$ cat src/sv/srec_pkg.sv
// shared types, constants and helpers of the s-record text encoder
`timescale 1ns / 1ps
`default_nettype none

package srec_pkg;

    localparam int RECORD_BYTES = 16;

    localparam int FILL_W   = $clog2(RECORD_BYTES + 1);
    localparam int IDX_W    = $clog2(RECORD_BYTES + 4);
    localparam int STORE_AW = (RECORD_BYTES > 1) ? $clog2(RECORD_BYTES) : 1;

    localparam int CFG_INDEX_W = 1;
    localparam int CFG_DATA_W  = 16;

    localparam logic [CFG_INDEX_W-1:0] REG_LOAD_ADDRESS     = CFG_INDEX_W'(0);
    localparam logic [CFG_INDEX_W-1:0] REG_BYTES_PER_RECORD = CFG_INDEX_W'(1);

    localparam logic [1:0] FUNC_NAME   = 2'd0;
    localparam logic [1:0] FUNC_DATA   = 2'd1;
    localparam logic [1:0] FUNC_FINISH = 2'd2;

    localparam logic [4:0]  BPR_RESET    = 5'd16;
    localparam logic [7:0]  REC_OVERHEAD = 8'd3;
    localparam logic [15:0] TALLY_MAX    = 16'hFFFF;

    localparam logic [7:0] CHAR_S  = 8'h53;
    localparam logic [7:0] CHAR_0  = 8'h30;
    localparam logic [7:0] CHAR_1  = 8'h31;
    localparam logic [7:0] CHAR_5  = 8'h35;
    localparam logic [7:0] CHAR_9  = 8'h39;
    localparam logic [7:0] CHAR_NL = 8'h0A;

    typedef enum logic [2:0] {
        ST_IDLE,
        ST_S,
        ST_TYPE,
        ST_HI,
        ST_LO,
        ST_NL
    } srec_state_t;

    // uppercase hex digit of one nibble
    function automatic logic [7:0] hex_char(input logic [3:0] nib);
        logic [7:0] c;
        if (nib < 4'd10) begin
            c = 8'h30 + {4'h0, nib};
        end else begin
            c = 8'h37 + {4'h0, nib};
        end
        return c;
    endfunction

endpackage

`default_nettype wire

$ cat src/sv/srecord_ascii_encoder.sv
// s-record text encoder: byte buffer, record sequencer and character output register
//
// Name and data bytes are gathered in a 16-entry byte buffer; data reaching the
// bytes-per-record limit or a beat marked end_of_block produces one record (S0 for
// names, S1 at the running address); a finish beat produces S5 and S9. Text leaves
// one character per cycle, unless m_ready stalls it, from the record sequencer, which
// steps through a byte one hex nibble at a time and folds it into the checksum as it
// goes. Input is taken only while the sequencer is idle; the last character may still
// wait in the output register. Configuration writes are always taken and must only be
// issued while idle.
`timescale 1ns / 1ps
`default_nettype none

module srecord_ascii_encoder
    import srec_pkg::*;
(
    input  wire logic                   aclk,
    input  wire logic                   aresetn,

    input  wire logic                   cfg_valid,
    output logic                        cfg_ready,
    input  wire logic [CFG_INDEX_W-1:0] cfg_index,
    input  wire logic [CFG_DATA_W-1:0]  cfg_data,

    input  wire logic                   s_valid,
    output logic                        s_ready,
    input  wire logic [1:0]             s_func,
    input  wire logic [7:0]             s_byte_value,
    input  wire logic                   s_end_of_block,

    output logic                        m_valid,
    input  wire logic                   m_ready,
    output logic [7:0]                  m_ascii_char,
    output logic                        m_last_of_run
);

    srec_state_t          state_reg, state_next;

    logic [FILL_W-1:0]    fill_reg, fill_next;
    logic                 header_reg, header_next;
    logic [15:0]          run_addr_reg, run_addr_next;
    logic [15:0]          tally_reg, tally_next;
    logic [15:0]          load_addr_reg, load_addr_next;
    logic [4:0]           bpr_reg, bpr_next;
    logic [7:0]           store_reg [RECORD_BYTES];

    logic [7:0]           rec_type_reg, rec_type_next;
    logic [FILL_W-1:0]    rec_len_reg, rec_len_next;
    logic [15:0]          rec_addr_reg, rec_addr_next;
    logic [IDX_W-1:0]     idx_reg, idx_next;
    logic [7:0]           sum_reg, sum_next;
    logic [7:0]           byte_reg, byte_next;
    logic                 then_s9_reg, then_s9_next;

    logic                 m_valid_reg, m_valid_next;
    logic [7:0]           m_char_reg, m_char_next;
    logic                 m_last_reg, m_last_next;

    logic                 accept;
    logic                 adv;
    logic [5:0]           bpr_ext;
    logic [FILL_W-1:0]    limit;
    logic                 is_name;
    logic [FILL_W-1:0]    base_fill;
    logic                 room;
    logic [FILL_W-1:0]    new_fill;
    logic                 start_rec;
    logic [IDX_W-1:0]     last_idx;
    logic                 idx_done;
    logic [IDX_W-1:0]     idx_plus;
    logic [IDX_W-1:0]     data_sel;
    logic [7:0]           next_byte;
    logic                 store_we;

    assign cfg_ready = 1'b1;
    assign s_ready   = (state_reg == ST_IDLE);
    assign accept    = s_valid && s_ready;
    assign adv       = !m_valid_reg || m_ready;

    assign m_valid       = m_valid_reg;
    assign m_ascii_char  = m_char_reg;
    assign m_last_of_run = m_last_reg;

    // record length limit
    assign bpr_ext = {1'b0, bpr_reg};
    always_comb begin
        if (bpr_ext == 6'd0) begin
            limit = FILL_W'(1);
        end else if (bpr_ext > 6'(RECORD_BYTES)) begin
            limit = FILL_W'(RECORD_BYTES);
        end else begin
            limit = FILL_W'(bpr_ext);
        end
    end

    // buffer fill for the incoming beat
    assign is_name   = (s_func == FUNC_NAME);
    assign base_fill = (is_name != header_reg) ? '0 : fill_reg;
    assign room      = (base_fill < limit);
    assign new_fill  = room ? base_fill + FILL_W'(1) : base_fill;
    assign store_we  = accept && (s_func == FUNC_NAME || s_func == FUNC_DATA) && room;

    assign start_rec = accept && ((s_func == FUNC_FINISH)
                     || (s_func == FUNC_NAME && s_end_of_block)
                     || (s_func == FUNC_DATA && (s_end_of_block || new_fill >= limit)));

    // byte selection for the sequencer
    assign last_idx = IDX_W'(rec_len_reg) + IDX_W'(REC_OVERHEAD);
    assign idx_done = (idx_reg == last_idx);
    assign idx_plus = idx_reg + IDX_W'(1);
    assign data_sel = idx_plus - IDX_W'(REC_OVERHEAD);

    always_comb begin
        if (idx_plus == last_idx) begin
            next_byte = ~(sum_reg + byte_reg);
        end else if (idx_plus == IDX_W'(1)) begin
            next_byte = rec_addr_reg[15:8];
        end else if (idx_plus == IDX_W'(2)) begin
            next_byte = rec_addr_reg[7:0];
        end else begin
            next_byte = store_reg[data_sel[STORE_AW-1:0]];
        end
    end

    // next state
    always_comb begin
        state_next = state_reg;
        case (state_reg)
            ST_IDLE: begin
                if (start_rec) begin
                    state_next = ST_S;
                end
            end
            ST_S: begin
                if (adv) begin
                    state_next = ST_TYPE;
                end
            end
            ST_TYPE: begin
                if (adv) begin
                    state_next = ST_HI;
                end
            end
            ST_HI: begin
                if (adv) begin
                    state_next = ST_LO;
                end
            end
            ST_LO: begin
                if (adv) begin
                    state_next = idx_done ? ST_NL : ST_HI;
                end
            end
            ST_NL: begin
                if (adv) begin
                    state_next = then_s9_reg ? ST_S : ST_IDLE;
                end
            end
            default: begin
                state_next = ST_IDLE;
            end
        endcase
    end

    // datapath and outputs
    always_comb begin
        fill_next      = fill_reg;
        header_next    = header_reg;
        run_addr_next  = run_addr_reg;
        tally_next     = tally_reg;
        load_addr_next = load_addr_reg;
        bpr_next       = bpr_reg;
        rec_type_next  = rec_type_reg;
        rec_len_next   = rec_len_reg;
        rec_addr_next  = rec_addr_reg;
        idx_next       = idx_reg;
        sum_next       = sum_reg;
        byte_next      = byte_reg;
        then_s9_next   = then_s9_reg;
        m_valid_next   = m_valid_reg && !m_ready;
        m_char_next    = m_char_reg;
        m_last_next    = m_last_reg;

        if (accept) begin
            case (s_func)
                FUNC_NAME: begin
                    header_next = 1'b1;
                    if (s_end_of_block) begin
                        rec_type_next = CHAR_0;
                        rec_addr_next = 16'h0000;
                        rec_len_next  = new_fill;
                        fill_next     = '0;
                    end else begin
                        fill_next = new_fill;
                    end
                end
                FUNC_DATA: begin
                    header_next = 1'b0;
                    if (s_end_of_block || new_fill >= limit) begin
                        rec_type_next = CHAR_1;
                        rec_addr_next = run_addr_reg;
                        rec_len_next  = new_fill;
                        run_addr_next = run_addr_reg + 16'(new_fill);
                        if (tally_reg != TALLY_MAX) begin
                            tally_next = tally_reg + 16'd1;
                        end
                        fill_next = '0;
                    end else begin
                        fill_next = new_fill;
                    end
                end
                FUNC_FINISH: begin
                    rec_type_next = CHAR_5;
                    rec_addr_next = tally_reg;
                    rec_len_next  = '0;
                    then_s9_next  = 1'b1;
                    fill_next     = '0;
                    header_next   = 1'b0;
                    run_addr_next = load_addr_reg;
                    tally_next    = '0;
                end
                default: begin
                end
            endcase
            idx_next  = '0;
            sum_next  = '0;
            byte_next = 8'(rec_len_next) + REC_OVERHEAD;
        end

        if (adv) begin
            case (state_reg)
                ST_S: begin
                    m_valid_next = 1'b1;
                    m_char_next  = CHAR_S;
                    m_last_next  = 1'b0;
                end
                ST_TYPE: begin
                    m_valid_next = 1'b1;
                    m_char_next  = rec_type_reg;
                    m_last_next  = 1'b0;
                end
                ST_HI: begin
                    m_valid_next = 1'b1;
                    m_char_next  = hex_char(byte_reg[7:4]);
                    m_last_next  = 1'b0;
                end
                ST_LO: begin
                    m_valid_next = 1'b1;
                    m_char_next  = hex_char(byte_reg[3:0]);
                    m_last_next  = 1'b0;
                    sum_next     = sum_reg + byte_reg;
                    idx_next     = idx_plus;
                    byte_next    = next_byte;
                end
                ST_NL: begin
                    m_valid_next = 1'b1;
                    m_char_next  = CHAR_NL;
                    m_last_next  = !then_s9_reg;
                    if (then_s9_reg) begin
                        then_s9_next  = 1'b0;
                        rec_type_next = CHAR_9;
                        rec_addr_next = 16'h0000;
                        rec_len_next  = '0;
                        idx_next      = '0;
                        sum_next      = '0;
                        byte_next     = REC_OVERHEAD;
                    end
                end
                default: begin
                end
            endcase
        end

        if (cfg_valid && cfg_ready) begin
            case (cfg_index)
                REG_LOAD_ADDRESS: begin
                    load_addr_next = cfg_data[15:0];
                    run_addr_next  = cfg_data[15:0];
                end
                REG_BYTES_PER_RECORD: begin
                    bpr_next = cfg_data[4:0];
                end
                default: begin
                end
            endcase
        end
    end

    // control registers
    always_ff @(posedge aclk) begin
        if (!aresetn) begin
            state_reg     <= ST_IDLE;
            fill_reg      <= '0;
            header_reg    <= 1'b0;
            run_addr_reg  <= '0;
            tally_reg     <= '0;
            load_addr_reg <= '0;
            bpr_reg       <= BPR_RESET;
            then_s9_reg   <= 1'b0;
            m_valid_reg   <= 1'b0;
        end else begin
            state_reg     <= state_next;
            fill_reg      <= fill_next;
            header_reg    <= header_next;
            run_addr_reg  <= run_addr_next;
            tally_reg     <= tally_next;
            load_addr_reg <= load_addr_next;
            bpr_reg       <= bpr_next;
            then_s9_reg   <= then_s9_next;
            m_valid_reg   <= m_valid_next;
        end
    end

    // payload registers
    always_ff @(posedge aclk) begin
        rec_type_reg <= rec_type_next;
        rec_len_reg  <= rec_len_next;
        rec_addr_reg <= rec_addr_next;
        idx_reg      <= idx_next;
        sum_reg      <= sum_next;
        byte_reg     <= byte_next;
        m_char_reg   <= m_char_next;
        m_last_reg   <= m_last_next;
        if (store_we) begin
            store_reg[base_fill[STORE_AW-1:0]] <= s_byte_value;
        end
    end

    assert property (@(posedge aclk) disable iff (!aresetn)
        fill_reg <= FILL_W'(RECORD_BYTES))
        else $error("buffer fill beyond capacity");

    assert property (@(posedge aclk) disable iff (!aresetn)
        (state_reg == ST_HI || state_reg == ST_LO) |-> (idx_reg <= last_idx))
        else $error("byte index past checksum");

    assert property (@(posedge aclk) disable iff (!aresetn)
        (s_valid && s_ready && s_func == FUNC_FINISH) |=> then_s9_reg)
        else $error("finish did not queue closing record");

    assert property (@(posedge aclk) disable iff (!aresetn)
        (start_rec) |=> (state_reg == ST_S && idx_reg == '0 && sum_reg == 8'h00))
        else $error("record start not set up");

endmodule

`default_nettype wire
$ cat config.mk
export PLATFORM = sky130hd
export DESIGN_NAME = srecord_ascii_encoder
export DESIGN_NICKNAME = d
export VERILOG_FILES = /design/src/sv/srec_pkg.sv /design/src/sv/srecord_ascii_encoder.sv
export SDC_FILE = /design/constraint.sdc
export NUM_CORES = 1
export LEC_CHECK = 0
export BUFFER_PORTS_ARGS = -buffer_cell sky130_fd_sc_hd__buf_2
export CORE_UTILIZATION = 35
export DETAILED_ROUTE_END_ITERATION = 16
export GPL_TIMING_DRIVEN = 0
export PLACE_DENSITY = 0.49
export SYNTH_ARGS = -nofsm -noshare
export SYNTH_HDL_FRONTEND = slang
export SYNTH_SLANG_ARGS = --single-unit
$ cat constraint.sdc
create_clock -name aclk -period 6.5 [get_ports aclk]
set_clock_uncertainty 0.1 [all_clocks]
set_input_delay 0.65 -clock aclk [delete_from_list [all_inputs] [get_ports aclk]]
set_output_delay 0.65 -clock aclk [all_outputs]
set_load 0.005 [all_outputs]
==> results.sh <==
export IMPL_cts_root_buf="clkbuf_16"
export IMPL_drv_cap=0
export IMPL_vias_per_cell=5.27
export IMPL_tns_ns=0
export IMPL_n_antenna_cell=0
export IMPL_ys_warn_count=0
export IMPL_period_minus_slack_ns=5.81
export IMPL_synth_cell_types=71
export IMPL_drtAntennaViolNets=0
export IMPL_die_x_um=189
export IMPL_cts_tree="done"
export IMPL_wire_per_inst_um=19.7
export IMPL_drc=0
export IMPL_nets=1281
export IMPL_numPortBuffers=42
export IMPL_die_h_um=189
export IMPL_p_leak_nw=5.00
export IMPL_wl_mm=33.1
export IMPL_worst_pin_slew_ns=1.18
export IMPL_coreArea_sq_mm=0.0345
export IMPL_yosysTopAreaCell="edfxtp_1"
export IMPL_hold_viol=0
export IMPL_outcome="complete, no violations"
export IMPL_cp_arrival_ns=6.13
export IMPL_syn_nets=1208
export IMPL_grt_first_pass_wirelength_mm=51.0
export IMPL_grt_pass1_vias=8570
export IMPL_grt_max_degree=17
export IMPL_clk_path_buf_depth=3
export IMPL_hpwl_mm=23.5
export IMPL_synth_area_per_cell_sq_um=10.8
export IMPL_dpl_cell_area_sq_mm=0.0131
export IMPL_area_growth_pct=13.7
export IMPL_fin_crit_sh=0.894
export IMPL_synthArstFlopShare=0
export IMPL_drtIter0Drc=777
export IMPL_slew_headroom=0.200
export IMPL_cp_max_fo=10
export IMPL_gp_congestion=0.800
export IMPL_antenna_found_initial=1
export IMPL_synth_area_sq_mm=0.0123
export IMPL_dp_cells=1632
export IMPL_yosysMostFrequentCell="edfxtp_1"
export IMPL_drive_gt1_frac=0.125
export IMPL_io_pins=45
export IMPL_vdd_drop_max_mv=0.195
export IMPL_synth_edff_count=137
export IMPL_cts_resized=0
export IMPL_max_clock_freq_ghz=0.172
export IMPL_netlist_instances=1135
export IMPL_die_area_sq_mm=0.0359
export IMPL_slew_violations=0
export IMPL_worst_ep_required_time_ns=6.82
export IMPL_seq_area_frac_synth=0.520
export IMPL_ys_ff_latch=251
export IMPL_crit_type="input pin to register"
export IMPL_setup_viol=0
export IMPL_via_count=8874
export IMPL_hold_class="input pin to register"
export IMPL_synth_top_cell_area_share=0.335
export IMPL_power_density_mw_per_mm2=306
export IMPL_row_count=68
export IMPL_utilization=0.405
export IMPL_crit_path_end_kind="register"
export IMPL_path_clk_slew_ns=0.05
export IMPL_grt_total_usage=0.184
export IMPL_synth_flop_cell="edfxtp_1"
export IMPL_synth_area_top_cells="edfxtp_1 33%, dfxtp_1 19%, mux4_2 6.2%"
export IMPL_clock_latency_ns=0.55
export IMPL_grt_setup_unrepaired="no"
export IMPL_gr_total_overflow=0
export IMPL_cts_buffers=29
export IMPL_instances_no_fill=1684
export IMPL_htreeDepth=1
export IMPL_clock_sinks=251
export IMPL_post_route_cell_area_sq_mm=0.0140
export IMPL_dr_pass1_iters=5
export IMPL_ys_top_cells_by_count="137 x edfxtp_1, 132 x nand2_1, 114 x dfxtp_1"
export IMPL_worstSetupStartpointType="input pin"
export IMPL_postCtsSetupBuffers=0
export IMPL_initial_core_util=0.356
export IMPL_largest_reg_flops=128
export IMPL_hold_buffers=0
## cell usage in the layout, fill, tap and decap left out, drive strengths merged, types with 11 or more instances in the layout
master,Yosys,routed
nor2b,17,17
nand3,25,25
ha,38,38
dfxtp,114,114
a21boi,21,21
mux2i,24,24
nor2,95,95
edfxtp,137,137
mux4,34,34
o21ai,67,67
a211oi,11,11
and3,14,14
buf,12,54
nor3,22,22
nand2,133,133
xor2,16,16
a22oi,27,27
a21oi,48,48
a221oi,14,14
mux2,11,11
xnor2,37,37
o22ai,11,11
clkbuf,53,98
inv,39,40
## through the flow
step	worst slack [ns]	total power [mW]	hold WS [ns]
floorplan	1.57	2.50	0.316
global placement	0.287	2.78	0.328
detailed placement	0.206	2.79	0.332
CTS	0.765	4.30	0.228
global route	0.160	4.48	0.253
finish	0.692	4.27	0.251
## routing by layer
metal / vias up / part of all wire / track usage
met2: 184 / 0.44 / 0.279
met5: - / 0 / 0
li1: 4336 / - / -
met4: 0 / 0.019 / 0.0453
met1: 4311 / 0.49 / 0.274
met3: 43 / 0.047 / 0.0263
## final timing paths
path | from | end | slack, ns | cells past startpoint
max reg2reg | header_reg | rec_addr_reg[10] | 0.92 | 17
min reg2reg | rec_type_reg[3] | rec_type_reg[3] | 0.34 | 2
max | s_func[0] | rec_addr_reg[10] | 0.69 | 20
min | cfg_data[6] | run_addr_reg[6] | 0.25 | 3
## critical path, stage by stage
cell      delay, ns
buf_2          0.13
inv_1          0.07
ha_1           0.26
xnor2_1        0.54
nand2_1        0.36
inv_1          0.21
ha_1           0.27
a21oi_1        0.12
o21ai_0        0.21
a211oi_2       0.38
nand3_1        0.15
xnor2_1        0.48
ha_1           0.38
a211oi_1       0.58
clkbuf_1       0.38
buf_2          0.41
mux2i_1        0.23
o22ai_1        0.10
a22oi_1        0.17
nor2_1         0.06
## area by class of cell
class	instances	area (sq um)
Buffer	65	259
Clock buffer	45	836
Clock inverter	7	36.3
Fill cell	3442	20600
Inverter	39	146
Multi-Input combinational cell	780	5520
Sequential cell	251	6400
Tap cell	455	569
Timing Repair Buffer	42	210
## power breakdown
| part | internal [mW] | switching, mW | leakage [nW] |
|---|---|---|---|
| sequential | 1.79 | 0.106 | 2.16 |
| clock | 0.875 | 0.639 | 0.430 |
| combinational | 0.333 | 0.527 | 2.41 |
## cells by family (layout without fill, tap and decap cells)
logic type / count (synthesis) / count (layout) / synth area share
simple gates: 354 / 354 / 0.131
xor+xnor: 53 / 53 / 0.0377
other cells: 1 / 1 / 0.000305
buf+inv: 104 / 198 / 0.0330
mux: 69 / 69 / 0.0925
compound gates: 263 / 263 / 0.143
flops: 251 / 251 / 0.520
fa+ha+maj: 40 / 40 / 0.0419
No activity file was read; power rests on OpenSTA's default activity.
